<file path="config.mk">
export PLATFORM = sky130hd
export DESIGN_NAME = one_shot_timer_pool_unit
export DESIGN_NICKNAME = d
export VERILOG_FILES = /design/src/design/otp_pkg.sv /design/src/design/otp_cell.sv /design/src/design/otp_ctrl.sv /design/src/design/one_shot_timer_pool_unit.sv
export VERILOG_INCLUDE_DIRS = /design/src /design/src/design
export SDC_FILE = /design/constraint.sdc
export NUM_CORES = 2
export LEC_CHECK = 0
export ABC_AREA = 1
export BUFFER_PORTS_ARGS = -buffer_cell sky130_fd_sc_hd__buf_2
export CAP_MARGIN = 20
export CORE_ASPECT_RATIO = 1.4
export CORE_MARGIN = 2
export CORE_UTILIZATION = 40
export CTS_BUF_LIST = sky130_fd_sc_hd__clkbuf_16
export CTS_CLUSTER_DIAMETER = 50
export DETAILED_ROUTE_END_ITERATION = 16
export GPL_TIMING_DRIVEN = 0
export PLACE_DENSITY = 0.62
export RECOVER_POWER = 25
export SETUP_SLACK_MARGIN = 0.4
export SYNTH_ARGS = -nofsm -noshare
export SYNTH_HDL_FRONTEND = slang
export SYNTH_SLANG_ARGS = --single-unit
</file>
<file path="constraint.sdc">
create_clock -name clk -period 20.5 [get_ports clk]
set_input_delay 4.1 -clock clk [delete_from_list [all_inputs] [get_ports clk]]
set_output_delay 4.1 -clock clk [all_outputs]
set_load 0.03 [all_outputs]
</file>
<file path="src/design/one_shot_timer_pool_unit_assert.svh">
// Assertion macros for the timer pool RTL (used by otp_ctrl).
`ifndef ONE_SHOT_TIMER_POOL_UNIT_ASSERT_SVH
`define ONE_SHOT_TIMER_POOL_UNIT_ASSERT_SVH

// Consequent must hold in the same cycle as the antecedent.
`define OTP_ASSERT_SAME(lbl, ante, cons, msg) \
	lbl: assert property (@(posedge clk) disable iff (!arst_n) (ante) |-> (cons)) \
		else $error(msg);

// Consequent must hold in the cycle after the antecedent.
`define OTP_ASSERT_NEXT(lbl, ante, cons, msg) \
	lbl: assert property (@(posedge clk) disable iff (!arst_n) (ante) |=> (cons)) \
		else $error(msg);

`endif

</file>
<file path="src/design/otp_pkg.sv">
// Types and constants shared by the one-shot timer pool.
package otp_pkg;

	localparam int ID_W     = 8;
	localparam int PERIOD_W = 32;

	localparam logic [ID_W-1:0] NO_SLOT = 8'hFF;

	localparam logic [1:0] KIND_CREATE = 2'd0;
	localparam logic [1:0] KIND_QUERY  = 2'd1;
	localparam logic [1:0] KIND_EXPIRE = 2'd2;

	typedef enum logic [2:0] {
		REQ_CREATE = 3'd0,
		REQ_START  = 3'd1,
		REQ_STOP   = 3'd2,
		REQ_DELETE = 3'd3,
		REQ_QUERY  = 3'd4,
		REQ_TICK   = 3'd5,
		REQ_SCHED  = 3'd6
	} req_t;

	typedef enum logic [2:0] {
		ST_IDLE    = 3'd0,
		ST_CREATED = 3'd1,
		ST_RUNNING = 3'd2,
		ST_STOPPED = 3'd3,
		ST_DELETED = 3'd4
	} status_t;

	typedef enum logic {
		CS_IDLE = 1'b0,
		CS_PASS = 1'b1
	} ctl_state_t;

	// Request word that walks down the row of timer cells.
	typedef struct packed {
		logic                vld;
		req_t                op;
		logic [ID_W-1:0]     id;
		logic [PERIOD_W-1:0] period;
		logic                found;
		logic [ID_W-1:0]     got;
		logic                run;
	} tok_t;

endpackage

</file>
<file path="src/design/otp_cell.sv">
// One timer slot: applies the passing request to its own state and hands it on.
module otp_cell #(
	parameter int IDX = 0
) (
	input  logic          clk,
	input  logic          arst_n,
	input  otp_pkg::tok_t tok_in,
	output otp_pkg::tok_t tok_q,
	output logic          hit
);
	import otp_pkg::*;

	localparam logic [ID_W-1:0] MY_ID = ID_W'(IDX);

	status_t             status_q, status_d;
	logic [PERIOD_W-1:0] period_q, period_d;
	logic [PERIOD_W-1:0] elapsed_q, elapsed_d;
	logic [PERIOD_W-1:0] elapsed_inc;
	logic                match;
	tok_t                tok_d;

	always_comb begin
		status_d    = status_q;
		period_d    = period_q;
		elapsed_d   = elapsed_q;
		tok_d       = tok_in;
		hit         = 1'b0;
		elapsed_inc = elapsed_q + 32'd1;
		match       = (tok_in.id == MY_ID);
		if (tok_in.vld) begin
			case (tok_in.op)
				REQ_CREATE: begin
					// first free slot down the row claims the request
					if (!tok_in.found && (status_q inside {ST_IDLE, ST_DELETED})) begin
						status_d    = ST_CREATED;
						period_d    = '0;
						elapsed_d   = '0;
						tok_d.found = 1'b1;
						tok_d.got   = MY_ID;
					end
				end
				REQ_START: begin
					if (match && tok_in.period != '0) begin
						status_d  = ST_RUNNING;
						period_d  = tok_in.period;
						elapsed_d = '0;
					end
				end
				REQ_STOP: begin
					if (match)
						status_d = ST_STOPPED;
				end
				REQ_DELETE: begin
					if (match)
						status_d = ST_DELETED;
				end
				REQ_QUERY: begin
					if (match)
						tok_d.run = (status_q == ST_RUNNING);
				end
				REQ_SCHED: begin
					if (status_q == ST_RUNNING) begin
						if (elapsed_inc >= period_q) begin
							status_d  = ST_STOPPED;
							elapsed_d = '0;
							hit       = 1'b1;
						end else begin
							elapsed_d = elapsed_inc;
						end
					end
				end
				default: ;
			endcase
		end
	end

	always_ff @(posedge clk or negedge arst_n) begin
		if (!arst_n) begin
			status_q <= ST_IDLE;
			tok_q    <= '0;
		end else begin
			status_q <= status_d;
			tok_q    <= tok_d;
		end
	end

	always_ff @(posedge clk) begin
		period_q  <= period_d;
		elapsed_q <= elapsed_d;
	end

endmodule

</file>
<file path="src/design/otp_ctrl.sv">
// Request sequencer: tick ring, launch into the cell row, result ordering.
`include "one_shot_timer_pool_unit_assert.svh"

module otp_ctrl #(
	parameter int TIMERS     = 16,
	parameter int TICK_QUEUE = 8
) (
	input  logic          clk,
	input  logic          arst_n,
	input  logic          start,
	output logic          busy,
	input  logic [2:0]    req_type,
	input  logic [7:0]    timer_id,
	input  logic [31:0]   period_ticks,
	output otp_pkg::tok_t launch_q,
	input  otp_pkg::tok_t end_tok,
	input  logic          hit_any,
	output logic          strobe,
	output logic [1:0]    kind,
	output logic [7:0]    out_id,
	output logic          running,
	output logic          last
);
	import otp_pkg::*;

	localparam int IW = (TIMERS > 1) ? $clog2(TIMERS) : 1;
	localparam int RW = $clog2(TICK_QUEUE);

	function automatic logic [RW-1:0] ring_next(input logic [RW-1:0] p);
		return (p == RW'(TICK_QUEUE - 1)) ? '0 : RW'(p + 1'b1);
	endfunction

	ctl_state_t      state_q, state_d;
	tok_t            launch_d;
	logic [RW-1:0]   head_q, head_d, tail_q, tail_d, tail_nx;
	logic [IW-1:0]   pos_q, pos_d;
	logic            pend_vld_q, pend_vld_d;
	logic [IW-1:0]   pend_id_q, pend_id_d;
	logic            emit;
	logic [1:0]      emit_kind;
	logic [ID_W-1:0] emit_id;
	logic            emit_run, emit_last;
	logic            strobe_q;
	logic [1:0]      kind_q;
	logic [ID_W-1:0] out_id_q;
	logic            running_q, last_q;

	assign busy    = (state_q != CS_IDLE);
	assign strobe  = strobe_q;
	assign kind    = kind_q;
	assign out_id  = out_id_q;
	assign running = running_q;
	assign last    = last_q;

	always_comb begin
		state_d         = state_q;
		head_d          = head_q;
		tail_d          = tail_q;
		tail_nx         = ring_next(tail_q);
		pos_d           = pos_q;
		pend_vld_d      = pend_vld_q;
		pend_id_d       = pend_id_q;
		launch_d.vld    = 1'b0;
		launch_d.op     = req_t'(req_type);
		launch_d.id     = timer_id;
		launch_d.period = period_ticks;
		launch_d.found  = 1'b0;
		launch_d.got    = NO_SLOT;
		launch_d.run    = 1'b0;
		emit            = 1'b0;
		emit_kind       = KIND_EXPIRE;
		emit_id         = '0;
		emit_run        = 1'b0;
		emit_last       = 1'b0;
		case (state_q)
			CS_IDLE: begin
				pos_d = '0;
				if (start) begin
					case (req_type)
						REQ_CREATE, REQ_START, REQ_STOP, REQ_DELETE, REQ_QUERY: begin
							launch_d.vld = 1'b1;
							state_d      = CS_PASS;
						end
						REQ_TICK: begin
							// full ring: drop the oldest pending tick
							tail_d = tail_nx;
							if (tail_nx == head_q)
								head_d = ring_next(head_q);
						end
						REQ_SCHED: begin
							if (head_q != tail_q) begin
								head_d       = ring_next(head_q);
								launch_d.vld = 1'b1;
								state_d      = CS_PASS;
							end
						end
						default: ;
					endcase
				end
			end
			CS_PASS: begin
				pos_d = IW'(pos_q + 1'b1);
				// hold each expiry one slot back so the final one can carry last
				if (hit_any) begin
					if (pend_vld_q) begin
						emit    = 1'b1;
						emit_id = ID_W'(pend_id_q);
					end
					pend_vld_d = 1'b1;
					pend_id_d  = pos_q;
				end
				if (end_tok.vld) begin
					state_d    = CS_IDLE;
					pend_vld_d = 1'b0;
					case (end_tok.op)
						REQ_CREATE: begin
							emit      = 1'b1;
							emit_kind = KIND_CREATE;
							emit_id   = end_tok.got;
							emit_last = 1'b1;
						end
						REQ_QUERY: begin
							emit      = 1'b1;
							emit_kind = KIND_QUERY;
							emit_id   = end_tok.id;
							emit_run  = end_tok.run;
							emit_last = 1'b1;
						end
						REQ_SCHED: begin
							if (pend_vld_q) begin
								emit      = 1'b1;
								emit_id   = ID_W'(pend_id_q);
								emit_last = 1'b1;
							end
						end
						default: ;
					endcase
				end
			end
			default: state_d = CS_IDLE;
		endcase
	end

	always_ff @(posedge clk or negedge arst_n) begin
		if (!arst_n) begin
			state_q    <= CS_IDLE;
			head_q     <= '0;
			tail_q     <= '0;
			pos_q      <= '0;
			pend_vld_q <= 1'b0;
			launch_q   <= '0;
			strobe_q   <= 1'b0;
		end else begin
			state_q    <= state_d;
			head_q     <= head_d;
			tail_q     <= tail_d;
			pos_q      <= pos_d;
			pend_vld_q <= pend_vld_d;
			launch_q   <= launch_d;
			strobe_q   <= emit;
		end
	end

	always_ff @(posedge clk) begin
		pend_id_q <= pend_id_d;
		kind_q    <= emit_kind;
		out_id_q  <= emit_id;
		running_q <= emit_run;
		last_q    <= emit_last;
	end

	`OTP_ASSERT_SAME(a_hit_in_pass, hit_any, state_q == CS_PASS, "expiry outside a pass")
	`OTP_ASSERT_SAME(a_end_in_pass, end_tok.vld, state_q == CS_PASS, "request left row while idle")
	`OTP_ASSERT_SAME(a_pend_in_pass, pend_vld_q, state_q == CS_PASS, "expiry held after pass")
	`OTP_ASSERT_SAME(a_mid_result_busy, strobe_q && !last_q, state_q == CS_PASS,
		"non-final result after pass end")
	`OTP_ASSERT_NEXT(a_tick_moves_tail, state_q == CS_IDLE && start && req_type == REQ_TICK,
		tail_q != $past(tail_q), "tick did not advance ring tail")

endmodule

</file>
<file path="src/design/one_shot_timer_pool_unit.sv">
// One-shot timer pool: sequencer feeding a row of timer cells.
// Requests that touch timers (create, start, stop, delete, query, schedule with a
// pending tick) walk the cell row one cell per cycle: busy stays high until the
// request leaves the row, and no new request is taken meanwhile. Create/query
// answers strobe once the request leaves the row. Expiries strobe in ascending
// id order as the walk goes; the final one carries last. Tick, schedule on an
// empty ring and unused codes start no walk and give nothing.
// arst_n clears all timers to idle, empties the tick ring and drops any request.
module one_shot_timer_pool_unit #(
	parameter int TIMERS     = 16,
	parameter int TICK_QUEUE = 8
) (
	input  logic        clk,
	input  logic        arst_n,
	input  logic        start,
	output logic        busy,
	input  logic [2:0]  req_type,
	input  logic [7:0]  timer_id,
	input  logic [31:0] period_ticks,
	output logic        strobe,
	output logic [1:0]  kind,
	output logic [7:0]  out_id,
	output logic        running,
	output logic        last
);
	import otp_pkg::*;

	tok_t              chain [TIMERS+1];
	logic [TIMERS-1:0] hit_vec;

	otp_ctrl #(
		.TIMERS     (TIMERS),
		.TICK_QUEUE (TICK_QUEUE)
	) u_ctrl (
		.clk          (clk),
		.arst_n       (arst_n),
		.start        (start),
		.busy         (busy),
		.req_type     (req_type),
		.timer_id     (timer_id),
		.period_ticks (period_ticks),
		.launch_q     (chain[0]),
		.end_tok      (chain[TIMERS]),
		.hit_any      (|hit_vec),
		.strobe       (strobe),
		.kind         (kind),
		.out_id       (out_id),
		.running      (running),
		.last         (last)
	);

	for (genvar i = 0; i < TIMERS; i++) begin : g_cell
		otp_cell #(
			.IDX (i)
		) u_cell (
			.clk    (clk),
			.arst_n (arst_n),
			.tok_in (chain[i]),
			.tok_q  (chain[i+1]),
			.hit    (hit_vec[i])
		);
	end

endmodule
</file>
After elaboration in Yosys (flattened, before gate mapping)
Index checks and enable logic that the tools add are counted.
- $add $sub $neg: 19
- order comparisons: 16
- eq/ne operators: 237
- multiplexer cells: 395
- bitwise operators: 1
- reductions and logical operators: 220
- operators with widths (cell ; number):
    $mux 32 ; 80
    $pmux 32 s3 ; 16
    $pmux 32 s2 ; 16
    $add 32x1->32 const B ; 16
    $ge 32x32->1 ; 16
    $reduce_bool 32->1 ; 16
    $mux 3 ; 100
    $mux 9 ; 31
    $pmux 3 s5 ; 16
    $ne 2x1->1 const B ; 98
    $eq 3x3->1 const B ; 55
    $eq 3x2->1 const B ; 50
    $mux 10 ; 15
    $reduce_and 8->1 ; 16
    $mux 1 ; 107
    $logic_not 3->1 ; 34
    $reduce_and 5->1 ; 17
    $reduce_bool 5->1 ; 16
    $reduce_bool 2->1 ; 34
    $eq 8x4->1 const B ; 8
    $reduce_and 4->1 ; 16
    $eq 3x1->1 const B ; 17
    $reduce_bool 3->1 ; 16
    $mux 8 ; 5
    22 further kinds ; 77
- bits in registers: 1977
- bits of input ports: 46
- output and inout bits: 14
- word-level logic and storage cells: 1062

Depth between registers and ports, before layout
- word-level depth: 12
- mapped depth: 34

By module
A second synthesis with hierarchy kept.
- cell total of the unflattened synthesis: 10992
- area total of the unflattened synthesis: 99407.8 um2
- by module, submodules not included (module ; times used ; cells each ; area each (um2)):
    otp_cell (g_cell[10].u_cell ...) ; 4 ; 687 ; 6122.1
    otp_cell (g_cell[4].u_cell ...) ; 2 ; 661 ; 6015.8
    otp_cell (g_cell[11].u_cell ...) ; 2 ; 660 ; 6014.5
    otp_cell (g_cell[13].u_cell ...) ; 2 ; 662 ; 5990.7
    otp_cell (g_cell[12].u_cell) ; 1 ; 686 ; 6118.4
    otp_cell (g_cell[9].u_cell) ; 1 ; 674 ; 6030.8
    otp_cell (g_cell[1].u_cell) ; 1 ; 669 ; 6027.0
    otp_cell (g_cell[15].u_cell) ; 1 ; 666 ; 6015.8
    otp_cell (g_cell[2].u_cell) ; 1 ; 661 ; 6009.5
    otp_cell (g_cell[0].u_cell) ; 1 ; 671 ; 6003.3
    otp_ctrl ; 1 ; 236 ; 2616.3
    one_shot_timer_pool_unit ; 1 ; 15 ; 56.3

Worst setup path after synthesis
OpenSTA, ideal clock, no wires.
- path kind: register -> register
- start: register g_cell[10].u_cell.tok_q[49] (netlist name)
- end: register g_cell[11].u_cell.period_q[0], enable pin
- library setup time: 0.594 ns
- arrival time: 6.042 ns
- required time: 19.906 ns
- setup slack: 13.863 ns
- cell stages (with the launch flop): 6
- buffers on the path: 0
- cells stage by stage: dfrtp_1 nor2_1 nand2_1 nor4_1 o21ai_0 a2111oi_0
- cells in the longest elaborated chain, start to end: 4
- RTL lines (item ; RTL line ; source):
    start, declared ; otp_cell.sv:8 ; output otp_pkg::tok_t tok_q,
    start signal, assigned ; otp_cell.sv:83 ; tok_q <= tok_d;
    $eq 8x4->1 ; otp_cell.sv:29 ; match = (tok_in.id == MY_ID);
    $logic_and 1x1->1 ; otp_cell.sv:43 ; if (match && tok_in.period != '0) begin
    $ne 2x1->1 (no source line) ; n/a ;
    $reduce_and 4->1 (no source line) ; n/a ;
    end signal, assigned ; otp_cell.sv:88 ; period_q <= period_d;
    end, declared ; otp_cell.sv:16 ; logic [PERIOD_W-1:0] period_q, period_d;
No other way between the ends.
A chain may end at the register's enable or synchronous reset.

Worst setup path after layout
- start: register u_ctrl.state_q (netlist: u_ctrl.busy)
- end: output busy
- RTL lines (item ; RTL line ; source):
    start, declared ; otp_ctrl.sv:33 ; ctl_state_t state_q, state_d;
    start signal, assigned ; otp_ctrl.sv:154 ; state_q <= state_d;
    end, declared ; one_shot_timer_pool_unit.sv:16 ; output logic busy,
No word-level cell between the ends.

==> out/metrics.yaml <==
setup-violations-final: 0
drt_first_pass_iters: 6
finalHoldViolCount: 0
synth_flop_cell: "edfxtp_1"
clock.fmax_ghz: 0.1766
start_util: 0.4024
grt_max_degree: 136
hp-start: "g_cell[9].u_cell.tok_q[48]$_DFF_PN0_"
r2r_end: "u_ctrl.out_id[0]$_SDFF_PN0_"
nNetsFinal: 10630
pin_count: 60
routedWlPerCell_um: 16.54
synth_seq_area_share: 0.5742
synth_compound_area_frac: 0.03454
drive_gt1_frac: 0.06418
crit_family: "flip-flops"
path_cells: "buf_2"
drt_iter0_drc: 3742
crit_type: "flop to output pin"
die_h_um: 572.3
synth_top_family_by_area: "simple AND/OR/NAND/NOR gates"
routed-via-count: 63700
syn_avg_cell_area_um2: 9.475
cp_slowest_cell: "dfrtp_1"
coreArea_um2: 229300
cts_resized: 0
clk_pin_slew_ps: 60
synthCells: 9738
ff2ff_setup_slack_ps: 15060
track_usage: 0.1884
yosysWarningCount: 0
fin_crit_ps: 5661
worstSkewPairLatency_ps: 870
syn_nets: 10320
antenna_found_initial: 1
synth_seq_cells: 1914
cts-root-buf: "clkbuf_16"
finalHoldWorstSlack_ps: 339.5
tightest_slew_ps: 1025
relSlewSlack: 0.3151
cp.arrival_ps: 1560
synth_edf_count: 1028
dieArea_um2: 234600
min-delay-path-class: "flop to flop"
cp-start-kind: "flop"
drv_slew: 0
area_growth_pct: 12.78
gp_congestion: 1.000
fin_worst_skew_ps: 71.36
ys_types: 65
die_w_um: 409.9
dpl.hpwl_um: 171700
grt_pass1_wl_um: 348400
r2r-start: "g_cell[0].u_cell.elapsed_q[0]$_SDFFCE_PP0P_"
synth_mux_area_frac: 0.001519
dpl_worst_slack_ps: 14610
most-common-layout-cells: "2169 x inv_1, 1671 x nor2_1, 1433 x nand2_1"
remaining_drc_errors: 0
reg2regPathDepth: 26
maxCapViolations: 0
cts_hold_buf: 0
p_per_area_nw_per_um2: 76.40
fin_ws_ps: 14840
cts_setup_buffers: 0
port_buffers: 59
vdd_ir_drop_max_mv: 0.09100
yosys.area_share.simple: 0.1956
synth_adder_area_share: 0.07228
cts_tree: "yes"
hold_depth: 0
synthesis.area_um2: 92260
grt_setup_unrepaired: "false"
first_global_vias: 65940
overflow: 0
p_leak_nw: 53.37
cp_max_fo: 6
ys_async_sr_fraction: 0.4566
yosys.area_share.xor_xnor: 0.03057
min_to: "g_cell[10].u_cell.tok_q[48]$_DFF_PN0_"
outcome: "finished, final reports clean"
numCtsBuffers: 198
clk_path_buf_depth: 3
core.rowCount: 208
cpPeakStageDelay_ps: 430
viasPerCell: 4.802
crit_path_end_kind: "output pin"
drt-total-wl_um: 219500
layout_commonest_cell: "inv_1"
h-tree-depth: 4
cts.sinks: 1914
path_buf_inv: 1
cp.required_ps: 16400
finalCritPeriodShare: 0.2762
antenna_left: 0
-- power by group --
part	switching, mW	internal [mW]
sequential	0.0854	4.11
combinational	0.118	0.0354
clock	1.59	2.01
-- flip-flops by register name, summed over array words and instances (netlist names), 2 cells and up --
| register | count |
|---|---|
| g_cell.u_cell.elapsed_q | 512 |
| g_cell.u_cell.period_q | 512 |
| g_cell.u_cell.status_q | 48 |
| g_cell.u_cell.tok_q | 768 |
| u_ctrl.head_q | 3 |
| u_ctrl.kind | 2 |
| u_ctrl.launch_q | 45 |
| u_ctrl.out_id | 8 |
| u_ctrl.pend_id_q | 4 |
| u_ctrl.pos_q | 4 |
| u_ctrl.tail_q | 3 |
-- area by class of cell --
type,count,area (um^2)
Tap cell,3045,3810
Clock buffer,216,5405
Fill cell,21450,125200
Timing Repair Buffer,110,1130
Antenna cell,1,2.502
Inverter,2145,8051
Multi-Input combinational cell,5582,31070
Buffer,97,364.1
Sequential cell,1914,52980
Clock inverter,157,1245
-- cell usage after synthesis (all sizes together) (3+ instances only) --
| library cell | count | area [um^2] |
|---|---|---|
| clkinv | 8 | 30.03 |
| nand4 | 233 | 1491 |
| nand2 | 1462 | 5560 |
| a31o | 5 | 43.79 |
| nand3b | 4 | 30.03 |
| or2 | 58 | 362.8 |
| xnor2 | 53 | 464.2 |
| a21o | 17 | 127.6 |
| and3 | 15 | 96.34 |
| mux2i | 14 | 140.1 |
| clkbuf | 85 | 319.1 |
| o21a | 30 | 225.2 |
| and2 | 4 | 25.02 |
| nand3 | 235 | 1296 |
| o21ai | 152 | 760.7 |
| xor2 | 269 | 2356 |
| a2111oi | 5 | 43.79 |
| o2111ai | 5 | 43.79 |
| dfxtp | 12 | 240.2 |
| buf | 12 | 45.04 |
| dfrtp | 874 | 21870 |
| a211oi | 3 | 22.52 |
| a31oi | 9 | 56.30 |
| nor2 | 1751 | 6880 |
| nor2b | 3 | 18.77 |
| nor4b | 8 | 70.07 |
| edfxtp | 1028 | 30870 |
| a21oi | 312 | 1565 |
| ha | 533 | 6669 |
| nor4 | 153 | 999.7 |
| o21bai | 25 | 187.7 |
| nor3 | 198 | 1115 |
| inv | 2137 | 8021 |
| o311a | 3 | 30.03 |
| nor3b | 6 | 56.31 |
-- how the worst max path moves through the flow --
stage	startpoint	to	slack, ps	cells after the start
4_1_cts	u_ctrl.busy$_DFF_PN0_	busy	14740	1
2_1_floorplan	g_cell[10].u_cell.tok_q[49]$_DFF_PN0_	g_cell[11].u_cell.period_q[0]$_SDFFCE_PP0P_	13860	5
6_report	u_ctrl.busy$_DFF_PN0_	busy	14840	1
5_1_grt	g_cell[0].u_cell.elapsed_q[0]$_SDFFCE_PP0P_	u_ctrl.out_id[0]$_SDFF_PN0_	14580	30
3_3_place_gp	arst_n	g_cell[14].u_cell.tok_q[12]$_DFF_PN0_	-2490	1
3_5_place_dp	arst_n	u_ctrl.launch_q[34]$_DFF_PN0_	14610	3
-- metrics by stage --
stage	util	instance area (um^2)	cells	total power, mW	TNS [ps]
after floorplan	-	92260	9738	4.296	0
after global placement	0.4203	96370	12840	4.417	-2003170
after detailed placement	0.4249	97420	12890	4.425	0
after CTS	0.4539	104100	13270	8.030	0
after global routing	0.4538	104100	13270	8.203	0
final	0.4538	104100	13270	7.950	0
-- metal layers --
layer / share of wire / global-route usage / routed length (um) / up-vias
li1: - / - / - / 31520
met1: 0.37 / 0.1946 / 80760 / 30350
met2: 0.54 / 0.3610 / 118100 / 1260
met3: 0.034 / 0.02608 / 7524 / 569
met4: 0.060 / 0.1073 / 13110 / 0
met5: 0 / 0 / 0 / -
-- kinds of logic after synthesis --
| kind of cell | Yosys count |
|---|---|
| AOI/OAI and AO/OA | 576 |
| xor gates and xnor gates | 322 |
| adders and majority gates | 533 |
| buffers and inverters | 2242 |
| DFF | 1914 |
| muxes | 14 |
| other | 1 |
| and+or+nand+nor | 4136 |
Note: power is estimated with default switching activity, not from simulation.
